$ cat src/design/photometric_normal_solver_defines.svh
// Assertion macros for the photometric normal solver RTL.
// No dependencies; include by bare file name.
`ifndef PHOTOMETRIC_NORMAL_SOLVER_DEFINES_SVH
`define PHOTOMETRIC_NORMAL_SOLVER_DEFINES_SVH

// Same-cycle implication, checked out of reset
`define PNS_ASSERT(lbl, clk, rstn, ante, cons, msg) \
  lbl: assert property (@(posedge clk) disable iff (!rstn) (ante) |-> (cons)) else $error(msg);

// Next-cycle implication, checked out of reset
`define PNS_ASSERT_NEXT(lbl, clk, rstn, ante, cons, msg) \
  lbl: assert property (@(posedge clk) disable iff (!rstn) (ante) |=> (cons)) else $error(msg);

`endif

$ cat src/design/pns_pkg.sv
// Types, codes and helpers for the photometric normal solver.
// No dependencies.
`default_nettype none

package pns_pkg;

  localparam int unsigned GramLim = 19;
  localparam int unsigned VecLim  = 30;
  localparam int unsigned LastPc  = 23;

  typedef logic signed [63:0] wide_t;

  // one pixel's sums, handed from the front to the back
  typedef struct packed {
    logic             bg;
    logic [5:0][35:0] gram;
    logic [2:0][36:0] proj;
  } pns_job_t;

  typedef enum logic [1:0] {
    ST_OK, ST_BACKGROUND, ST_ZERO_LEN, ST_SINGULAR
  } status_e;

  typedef enum logic [1:0] {
    F_IDLE, F_ROOT, F_ACC, F_PUSH
  } front_state_e;

  typedef enum logic [3:0] {
    B_IDLE, B_NORM_IN, B_PROG, B_MAC, B_VCHK, B_NORM_V, B_SQ, B_ROOT,
    B_DIV_LOAD, B_DIV, B_DONE
  } back_state_e;

  typedef enum logic [3:0] {
    OP_GA, OP_GB, OP_GC, OP_GD, OP_GE, OP_GF, OP_P0, OP_P1, OP_P2,
    OP_C00, OP_C01, OP_C02, OP_C11, OP_C12, OP_C22
  } opnd_e;

  typedef enum logic [3:0] {
    D_NONE, D_C00, D_C01, D_C02, D_C11, D_C12, D_C22, D_DET, D_V0, D_V1, D_V2
  } dest_e;

  typedef struct packed {
    opnd_e x;
    opnd_e y;
    logic  neg;
    logic  first;
    dest_e dest;
  } step_t;

  // product program: cofactors, determinant, then adj(G)*p
  function automatic step_t prog_step(logic [4:0] pc);
    step_t s;
    case (pc)
      5'd0:  s = '{OP_GD,  OP_GF, 1'b0, 1'b1, D_NONE};
      5'd1:  s = '{OP_GE,  OP_GE, 1'b1, 1'b0, D_C00};
      5'd2:  s = '{OP_GC,  OP_GE, 1'b0, 1'b1, D_NONE};
      5'd3:  s = '{OP_GB,  OP_GF, 1'b1, 1'b0, D_C01};
      5'd4:  s = '{OP_GB,  OP_GE, 1'b0, 1'b1, D_NONE};
      5'd5:  s = '{OP_GC,  OP_GD, 1'b1, 1'b0, D_C02};
      5'd6:  s = '{OP_GA,  OP_GF, 1'b0, 1'b1, D_NONE};
      5'd7:  s = '{OP_GC,  OP_GC, 1'b1, 1'b0, D_C11};
      5'd8:  s = '{OP_GB,  OP_GC, 1'b0, 1'b1, D_NONE};
      5'd9:  s = '{OP_GA,  OP_GE, 1'b1, 1'b0, D_C12};
      5'd10: s = '{OP_GA,  OP_GD, 1'b0, 1'b1, D_NONE};
      5'd11: s = '{OP_GB,  OP_GB, 1'b1, 1'b0, D_C22};
      5'd12: s = '{OP_C00, OP_GA, 1'b0, 1'b1, D_NONE};
      5'd13: s = '{OP_C01, OP_GB, 1'b0, 1'b0, D_NONE};
      5'd14: s = '{OP_C02, OP_GC, 1'b0, 1'b0, D_DET};
      5'd15: s = '{OP_C00, OP_P0, 1'b0, 1'b1, D_NONE};
      5'd16: s = '{OP_C01, OP_P1, 1'b0, 1'b0, D_NONE};
      5'd17: s = '{OP_C02, OP_P2, 1'b0, 1'b0, D_V0};
      5'd18: s = '{OP_C01, OP_P0, 1'b0, 1'b1, D_NONE};
      5'd19: s = '{OP_C11, OP_P1, 1'b0, 1'b0, D_NONE};
      5'd20: s = '{OP_C12, OP_P2, 1'b0, 1'b0, D_V1};
      5'd21: s = '{OP_C02, OP_P0, 1'b0, 1'b1, D_NONE};
      5'd22: s = '{OP_C12, OP_P1, 1'b0, 1'b0, D_NONE};
      5'd23: s = '{OP_C22, OP_P2, 1'b0, 1'b0, D_V2};
      default: s = '{OP_GA, OP_GA, 1'b0, 1'b1, D_NONE};
    endcase
    return s;
  endfunction

  function automatic logic [63:0] mag(wide_t x);
    return x[63] ? 64'(-x) : 64'(x);
  endfunction

  // halve the magnitude, keep the sign (truncation toward zero)
  function automatic wide_t half_mag(wide_t x);
    logic [63:0] m;
    m = mag(x) >> 1;
    return x[63] ? -$signed(m) : $signed(m);
  endfunction

endpackage

`default_nettype wire

$ cat src/design/pns_queue.sv
// Two-entry queue of pixel jobs between the front and the back.
// Depends on pns_pkg and photometric_normal_solver_defines.svh.
`default_nettype none
`include "photometric_normal_solver_defines.svh"

module pns_queue (
  input  wire logic            clk_i,
  input  wire logic            rst_ni,
  input  wire logic            push_i,
  input  pns_pkg::pns_job_t    push_data_i,
  output logic                 full_o,
  input  wire logic            pop_i,
  output pns_pkg::pns_job_t    pop_data_o,
  output logic                 empty_o
);

  pns_pkg::pns_job_t entry_q [2];
  logic              wr_ptr_q, rd_ptr_q;
  logic [1:0]        level_q;

  assign full_o     = (level_q == 2'd2);
  assign empty_o    = (level_q == 2'd0);
  assign pop_data_o = entry_q[rd_ptr_q];

  // store pushed job
  always_ff @(posedge clk_i) begin
    if (push_i) begin
      entry_q[wr_ptr_q] <= push_data_i;
    end
  end

  // advance pointers and level
  always_ff @(posedge clk_i or negedge rst_ni) begin
    if (!rst_ni) begin
      wr_ptr_q <= 1'b0;
      rd_ptr_q <= 1'b0;
      level_q  <= 2'd0;
    end else begin
      if (push_i) wr_ptr_q <= ~wr_ptr_q;
      if (pop_i)  rd_ptr_q <= ~rd_ptr_q;
      if (push_i && !pop_i)      level_q <= level_q + 2'd1;
      else if (pop_i && !push_i) level_q <= level_q - 2'd1;
    end
  end

  `PNS_ASSERT(a_no_overflow, clk_i, rst_ni, push_i, !full_o, "push into full queue")
  `PNS_ASSERT(a_no_underflow, clk_i, rst_ni, pop_i, !empty_o, "pop from empty queue")
  `PNS_ASSERT_NEXT(a_push_kept, clk_i, rst_ni, push_i && !pop_i, !empty_o, "pushed job lost")

endmodule

`default_nettype wire

$ cat config.mk
export PLATFORM = sky130hd
export DESIGN_NAME = pns_queue
export DESIGN_NICKNAME = d
export VERILOG_FILES = /design/src/design/pns_pkg.sv /design/src/design/pns_queue.sv
export VERILOG_INCLUDE_DIRS = /design/src /design/src/design
export SDC_FILE = /design/constraint.sdc
export NUM_CORES = 1
export LEC_CHECK = 0
export BUFFER_PORTS_ARGS = -buffer_cell sky130_fd_sc_hd__buf_2
export CAP_MARGIN = 5
export CELL_PAD_IN_SITES_DETAIL_PLACEMENT = 0
export CELL_PAD_IN_SITES_GLOBAL_PLACEMENT = 1
export CORE_MARGIN = 10
export CORE_UTILIZATION = 45
export CTS_CLUSTER_SIZE = 40
export DETAILED_ROUTE_END_ITERATION = 8
export PLACE_DENSITY_LB_ADDON = 0.1
export SLEW_MARGIN = 40
export SYNTH_ARGS = -nofsm -noshare
export SYNTH_HDL_FRONTEND = slang
export SYNTH_SLANG_ARGS = --single-unit
$ cat constraint.sdc
create_clock -name clk_i -period 17.8 [get_ports clk_i]
set_input_delay 1.78 -clock clk_i [delete_from_list [all_inputs] [get_ports clk_i]]
set_output_delay 1.78 -clock clk_i [all_outputs]
set_load 0.03 [all_outputs]
== Word-level counts from Yosys, hierarchy flattened ==
Memories as Yosys holds them, arrays and structs flattened.
Index checks and enable logic that the tools add are counted.

* Output and inout bits: 330
* Latch bits: 0
* Bits in read-only memories: 0
* Memory bits (writable): 656
* Memories: 1
* Input bits: 332
* Logic and storage cells: 19
* Register bits: 4

{| class="wikitable"
|+ Memories
! memory !! words !! width !! rd ports !! clocked after memory_dff !! write ports !! line !! source
|-
| entry_q || 2 || 328 || 1 || 0 || 1 || pns_queue.sv:17 || <nowiki>pns_pkg::pns_job_t entry_q [2];</nowiki>
|}

* Div/mod/pow operators: 0
* $lt $le $gt $ge: 0
* Muxes and demuxes: 4
* Reduce and logical (&&, ||, !) cells: 6
* Shifts and indexed selects: 0
* Add/sub/neg operators: 2
* Bitwise gates (word level): 2
* Equal/unequal tests: 1
* $mul: 0

{| class="wikitable"
|+ Operators by type and width
! operator !! count
|-
| $mux W2 || 2
|-
| $add A2 B1 Y2 const B || 1
|-
| $eq A2 B2 Y1 const B || 1
|-
| $logic_and A1 B1 Y1 || 2
|-
| $logic_not A1 Y1 || 2
|-
| $logic_not A2 Y1 || 1
|-
| $mux W1 || 2
|-
| $not A1 Y1 || 2
|-
| $reduce_bool A2 Y1 || 1
|-
| $sub A2 B1 Y2 const B || 1
|}

== Logic depth before layout (Yosys ltp) ==
Gate-level depths: netlist of the first run.

* Depth in word-level cells: 4
* Mapped depth: 5
* Depth with buffers taken out: 5

== Least setup slack after synthesis of the first run ==
OpenSTA, ideal clock, no wires.

* Path kind: input -> register
* Start point: input push_i
* End point: memory entry_q[0][0] in the netlist's numbering, enable pin
* Arrival time: 15.871 ns
* Slack: 0.865 ns
* Stages: 1
* Cells stage by stage: nor2b_1

* Cells in the longest elaborated chain, start to end: 2

{| class="wikitable"
|+ Ends and longest elaborated chain
! item !! line !! source
|-
| from (decl) || pns_queue.sv:9 || <nowiki>input wire logic push_i,</nowiki>
|-
| $mux W1 || pns_queue.sv:27 || <nowiki>if (push_i) begin</nowiki>
|-
| $mux W1 (implied by the code) || pns_queue.sv:28 || <nowiki>entry_q[wr_ptr_q] <= push_data_i;</nowiki>
|-
| to (decl) || pns_queue.sv:17 ||
|}

No other way between the ends.

==> impl_metrics.csv, run 1 <==
group,metric,value,unit
detailed_routing,drc,0,
die,rows,87,
detailed_routing,viasPerCell,4.853,
cells_and_area,fill_cells,4532,
die,die_x,257.7,um
global_route,grt_pass1_vias,13390,
logic_synthesis,ys_ff_latch,660,
worst_setup_path,reg2reg_slack,15420,ps
logic_synthesis,synth.most_common_cell,"edfxtp_1",
die,die_h,257.7,um
die,start_util,0.4526,
detailed_routing,dr.pass1.iters,4,
detailed_routing,postRouteWirelength,66.72,mm
global_route,grt_overflow_total,0,
sta,finalHoldViolations,0,
logic_synthesis,synthSimpleGateAreaFrac,0.001034,
worst_hold_path,hp-class,"reg2reg",
clocking,post_cts_buffers,0,
logic_synthesis,synth_edf_count,656,
cells_and_area,drive_gt1_frac,0.6110,
global_route,antenna_found_initial,42,
clocking,cts_tree,"built",
global_route,globalRouteTotalUtil,0.1969,
placed_design,dp.final_hpwl,48.89,mm
sta,skew,18.04,ps
cells_and_area,fin_nets,2082,
clocking,root_buffer,"clkbuf_16",
logic_synthesis,syn_nets,1370,
sta,hold_ws,490.9,ps
status,status,"finished clean",
logic_synthesis,synth_compound_area_frac,0,
die,core_area,0.05617,sq mm
cells_and_area,syn2layout_area_growth,23.48,%
logic_synthesis,yosys-top-cells-area,"edfxtp_1, mux2_4, buf_12, mux2_2, dfrtp_1",
sta,finalCritPeriodShare,0.2790,
sta,rsz0062_at_grt,"false",
worst_setup_path,cp_slowest_cell,"dfrtp_4",
logic_synthesis,yosys-top-cells-count,"edfxtp_1, mux2_4, buf_12, mux2_2",
detailed_routing,postRouteAntennaNets,0,
detailed_routing,drt_iter0_markers,682,
power,p_per_area,180.8,mW/mm^2
logic_synthesis,synthMuxAreaShare,0.1900,
clocking,cts_resized,0,
clocking,cts_sinks,660,
sta,slew_headroom,0.4505,
clocking,insertion_delay,590,ps
global_route,grt_max_degree,81,
power,ir_worst_vdd,0.0001552,V
clocking,cts-htree-levels,3,
logic_synthesis,synth_area_per_cell,24.51,sq um
cells_and_area,final_cells,2573,
clocking,clock_path_buffers,3,
cells_and_area,fin_util,0.5588,
sta,slew_violations,0,
logic_synthesis,seq_area_frac_synth,0.7789,
logic_synthesis,synthAdderAreaFrac,0.0004922,
worst_setup_path,cp_max_fo,69,
sta,max_slew.worst_pin.slew,824.2,ps
sta,setup_viol,0,
logic_synthesis,yosys_warnings,0,
detailed_routing,vias,12490,
die,dieArea,0.06639,sq mm
job,cap_violations,0,
clocking,ctsHoldBuffers,0,
global_route,grt_pass1_wl,95.03,mm
clocking,cts-buffers-inserted,70,
worst_setup_path,required,16020,ps
logic_synthesis,synth.distinct_cells,15,
placed_design,gp_congestion,0.8015,
logic_synthesis,synth-main-ff-cell,"edfxtp_1",
sta,tns,0,ps
worst_setup_path,slowest_delay,780,ps
clocking,cts.clk_slew.worst_paths,60,ps
worst_setup_path,end_kind,"output port",
logic_synthesis,synth-xor-area-share,0.001723,
logic_synthesis,async_flop_share,0.006061,
logic_synthesis,synth_top_family_by_area,"multiplexers",
logic_synthesis,synthCells,1037,
worst_setup_path,cp_cell_sequence,"buf_12 -> buf_16 -> buf_6 -> mux2_4 -> buf_2",
sta,fmax,0.2013,GHz
worst_setup_path,cp-start-kind,"flop",
power,p_leak,0.01261,uW
logic_synthesis,yosysTopAreaCell,"edfxtp_1",
detailed_routing,wl_per_cell,25.93,um
worst_setup_path,path_class,"reg2out",
placed_design,portBuffers,661,
placed_design,dpl.cell_count,2432,
die,ioPinCount,662,
logic_synthesis,synth_top_area_frac,0.7750,
worst_setup_path,critPathArrivalTime,3190,ps
logic_synthesis,syn-cell-area,0.02542,sq mm
sta,period_minus_slack,4967,ps
-- state kept, by name, summed over array words and instances, names as in the netlist --
signal,count
entry_q,656
level_q,2
rd_ptr_q,1
wr_ptr_q,1
-- stage by stage --
step | total power (uW) | worst slack, ps | cell area (sq um)
final | 5674 | 12830 | 31390
after global routing | 5908 | 12670 | 31380
after CTS | 5758 | 12550 | 31330
after detailed placement | 4386 | 13200 | 29190
after global placement | 4373 | 12890 | 29090
after floorplan | 4022 | 865.4 | 25420
-- cells in the final DEF, fill, tap and decap left out, types with 3 or more instances in the layout --
master | Yosys | routed
buf_2 | 1 | 661
dfrtp_1 | 4 | 3
mux2_2 | 25 | 25
mux2_4 | 303 | 303
clkbuf_1 | 0 | 18
diode_2 | 0 | 15
buf_6 | 2 | 10
clkbuf_16 | 0 | 74
edfxtp_1 | 656 | 656
xor2_1 | 4 | 4
clkinv_2 | 0 | 13
clkinv_1 | 0 | 14
-- path summary, 6_finish.rpt --
path | start | endpoint | depth (start not counted)
worst max-delay path | rd_ptr_q | pop_data_o[54] | 5
worst min-delay path | level_q[1] | level_q[1] | 1
worst max register to register | wr_ptr_q | entry_q[0][241] | 3
worst min register to register | level_q[1] | level_q[1] | 1
max in group asynchronous | rst_ni | rd_ptr_q | 1
min in group asynchronous | rst_ni | wr_ptr_q | 1
-- per-layer routing --
metal,vias to the layer above,part of all wire,GRT usage
met2,436,0.53,0.3455
met1,6269,0.35,0.2080
met4,38,0.029,0.06290
met5,-,0.0040,0
li1,5601,-,-
met3,143,0.092,0.08933
-- worst max-delay path, delay by kind of cell, from the launching register on --
kind,cells,cell delay [ps]
flip-flops,1,780
buffers and inverters,4,1300
multiplexers,1,350
-- report_power, final --
part | internal (uW) | switching [uW] | leakage [uW]
sequential | 2060 | 88.9 | 0.00620
combinational | 798 | 1370 | 0.00536
clock | 788 | 567 | 0.00105
total | 3650 | 2020 | 0.0126
-- layout make-up --
type                            count  area [sq um]  share of cell area
Sequential cell                   660         19800              0.6309
Multi-Input combinational cell    339          4923              0.1569
Timing Repair Buffer              677          3537              0.1127
Clock buffer                       92          1919             0.06115
Tap cell                          756         945.9             0.03014
Clock inverter                     33         219.0            0.006976
Antenna cell                       15         37.54            0.001196
Inverter                            1         3.754           0.0001196
-- cell families after synthesis --
family,Yosys count
flops,660
xor+xnor,5
fa+ha+maj,1
simple gates,5
buf+inv,38
mux,328
Power figures use the tool's default switching activity.
==> run 2, diff against run 1 <==
--- a/config.mk
+++ b/config.mk
@@ -11,7 +11,7 @@
 export CELL_PAD_IN_SITES_DETAIL_PLACEMENT = 0
 export CELL_PAD_IN_SITES_GLOBAL_PLACEMENT = 1
 export CORE_MARGIN = 10
-export CORE_UTILIZATION = 45
+export CORE_UTILIZATION = 41
 export CTS_CLUSTER_SIZE = 40
 export DETAILED_ROUTE_END_ITERATION = 8
 export PLACE_DENSITY_LB_ADDON = 0.1
==> constraint.sdc (replaced) <==
create_clock -name clk_i -period 4.32 [get_ports clk_i]
set_input_delay 0.432 -clock clk_i [delete_from_list [all_inputs] [get_ports clk_i]]
set_output_delay 0.432 -clock clk_i [all_outputs]
set_load 0.03 [all_outputs]
==> run 2 against run 1 <==
Against the previous run: critical path depth decreased by 2; routed wire length increased by 4.3%; power increased to 4.2 times the previous value; design area increased by 11%; combinational power increased to 4.3 times the previous value; first-iteration DRC count increased by 6.9%; register-to-register slack got worse by 13000 ps; via count increased by 9.1%; sequential power increased to 4.1 times the previous value; utilization increased by 0.56 points; die area increased by 9.0%; critical path type unchanged; largest cell class unchanged; highest routed layer unchanged.
==> impl_metrics.csv, run 2 (synthesis results as in run 1) <==
group,metric,value,unit
clocking,root_buffer,"clkbuf_16",
cells_and_area,top_register,"entry_q",
worst_setup_path,cpLargestDelayFamily,"flip-flops",
worst_hold_path,min_to,"entry_q[0][71]",
clocking,cts_tree,"built",
placed_design,place_ws,1897,ps
cells_and_area,regArea,0.01980,sq mm
placed_design,gp_congestion,0.7947,
detailed_routing,drc,0,
sta,fmax,0.3309,GHz
clocking,cts-htree-levels,3,
cells_and_area,fill_cells,4849,
cells_and_area,drive_gt1_frac,0.5229,
global_route,globalRouteTotalUtil,0.1854,
power,p_leak,0.01398,uW
sta,setup_viol,0,
sta,max_slew.worst_pin.slew,819.4,ps
worst_setup_path,r2r_end,"entry_q[1][217]",
sta,setup_slack,1298,ps
cells_and_area,final_cell_mix,"buf_2, edfxtp_1, mux2_4, dlygate4sd3_1, clkbuf_16",
worst_hold_path,hp-class,"in2reg",
global_route,grt_overflow_total,0,
job,cap_violations,0,
worst_setup_path,path_class,"reg2out",
cells_and_area,syn2layout_area_growth,36.78,%
cells_and_area,fin_nets,2396,
die,rows,91,
global_route,grt_pass1_wl,97.38,mm
power,p_per_area,688.5,mW/mm^2
status,status,"finished clean",
global_route,grt_pass1_vias,14900,
die,core_area,0.06160,sq mm
clocking,insertion_delay,600,ps
worst_setup_path,cp_max_fo,86,
detailed_routing,wl_per_cell,23.47,um
placed_design,portBuffers,661,
sta,slew_violations,0,
clocking,cts_resized,0,
worst_hold_path,worstHoldStart,"push_data_i[71]",
sta,hold_ws,42.41,ps
clocking,cts-buffers-inserted,72,
power,ir_worst_vdd,0.0004647,V
die,die_x,269.0,um
worst_setup_path,cp-start-kind,"flop",
detailed_routing,drt_iter0_markers,729,
worst_setup_path,cp_slowest_cell,"dfrtp_4",
sta,period_minus_slack,3022,ps
sta,finalHoldViolations,0,
detailed_routing,dr.pass1.iters,4,
cells_and_area,final_common_cell,"buf_2",
worst_setup_path,path_buf_inv,2,
die,die_h,269.0,um
worst_setup_path,cp_cell_sequence,"buf_12 -> mux2_4 -> buf_2",
worst_setup_path,critPathArrivalTime,2590,ps
sta,tns,0,ps
sta,rsz0062_at_grt,"false",
detailed_routing,vias,13630,
cells_and_area,multi_input_area,0.004923,sq mm
worst_setup_path,slowest_delay,730,ps
detailed_routing,postRouteAntennaNets,0,
clocking,cts_sinks,660,
worst_setup_path,reg2reg_slack,2580,ps
detailed_routing,viasPerCell,4.598,
worst_setup_path,r2r-start,"wr_ptr_q",
detailed_routing,postRouteWirelength,69.58,mm
cells_and_area,reg.largest.list,"entry_q (656), level_q (2)",
sta,skew,10.90,ps
worst_setup_path,r2r_cells,2,
global_route,grt_max_degree,87,
worst_setup_path,required,3890,ps
clocking,clock_path_buffers,3,
sta,slew_headroom,0.4537,
cells_and_area,largest_reg_flops,656,
die,ioPinCount,662,
worst_setup_path,end_kind,"output port",
clocking,cts.clk_slew.worst_paths,60,ps
placed_design,dp.final_hpwl,51.03,mm
sta,finalCritPeriodShare,0.6996,
die,start_util,0.4127,
die,dieArea,0.07236,sq mm
global_route,antenna_found_initial,13,
worst_hold_path,holdPathStages,1,
run 2: cell types whose count changed in the layout (fill, tap and decap cells not counted), moves of 2 or more:
cell / previous run / this run
bufinv_16: 2 / 4
buf_4: 1 / 10
buf_6: 10 / 0
clkinv_2: 13 / 7
dlygate4sd3_1: 0 / 303
clkbuf_1: 18 / 23
clkinv_8: 1 / 3
buf_12: 2 / 12
diode_2: 15 / 10
run 2: stage by stage:
| step | area (sq um) | std cells | total power, uW | utilization |
|---|---|---|---|---|
| floorplan | 25430 | 1037 | 16160 | - |
| global placement | 29380 | 2519 | 18080 | 0.4770 |
| detailed placement | 29480 | 2523 | 18180 | 0.4786 |
| CTS | 34740 | 2954 | 24310 | 0.5640 |
| global route | 34770 | 2963 | 24910 | 0.5644 |
| finish | 34770 | 2964 | 23940 | 0.5644 |
run 2: how the worst max path moves through the flow:
stage / cells past startpoint / start / endpoint / slack (ps)
global route: 3 / rd_ptr_q / pop_data_o[130] / 1200
global placement: 3 / push_i / entry_q[1][178] / 1870
floorplan: 1 / push_i / entry_q[0][0] / -1450
CTS: 3 / rd_ptr_q / pop_data_o[165] / 1240
finish: 3 / rd_ptr_q / pop_data_o[283] / 1300
detailed placement: 3 / rd_ptr_q / pop_data_o[165] / 1900
run 2: what timing repair did:
item                                   4_1_cts  5_1_grt
endpoints found under the hold margin      603        0
buffers inserted                             0        0
hold buffers                               303        0
run 2: area by class of cell:
cell class                      count  area share
Sequential cell                   660      0.5696
Timing Repair Buffer              989      0.1938
Multi-Input combinational cell    339      0.1416
Clock buffer                       97     0.05574
Tap cell                          837     0.03012
Clock inverter                     31    0.008313
Antenna cell                       10   0.0007197
Inverter                            1   0.0001080
run 2: layer usage:
metal	track usage	wire length (um)
met5	0	54
met4	0.08137	2591
met3	0.05297	5148
met2	0.3426	38200
met1	0.1921	23590
run 2: power breakdown:
part           switching (uW)  internal [uW]  total, uW
Sequential                366           8490       8850
Combinational            5750           3550       9300
Clock                    2390           3400       5780
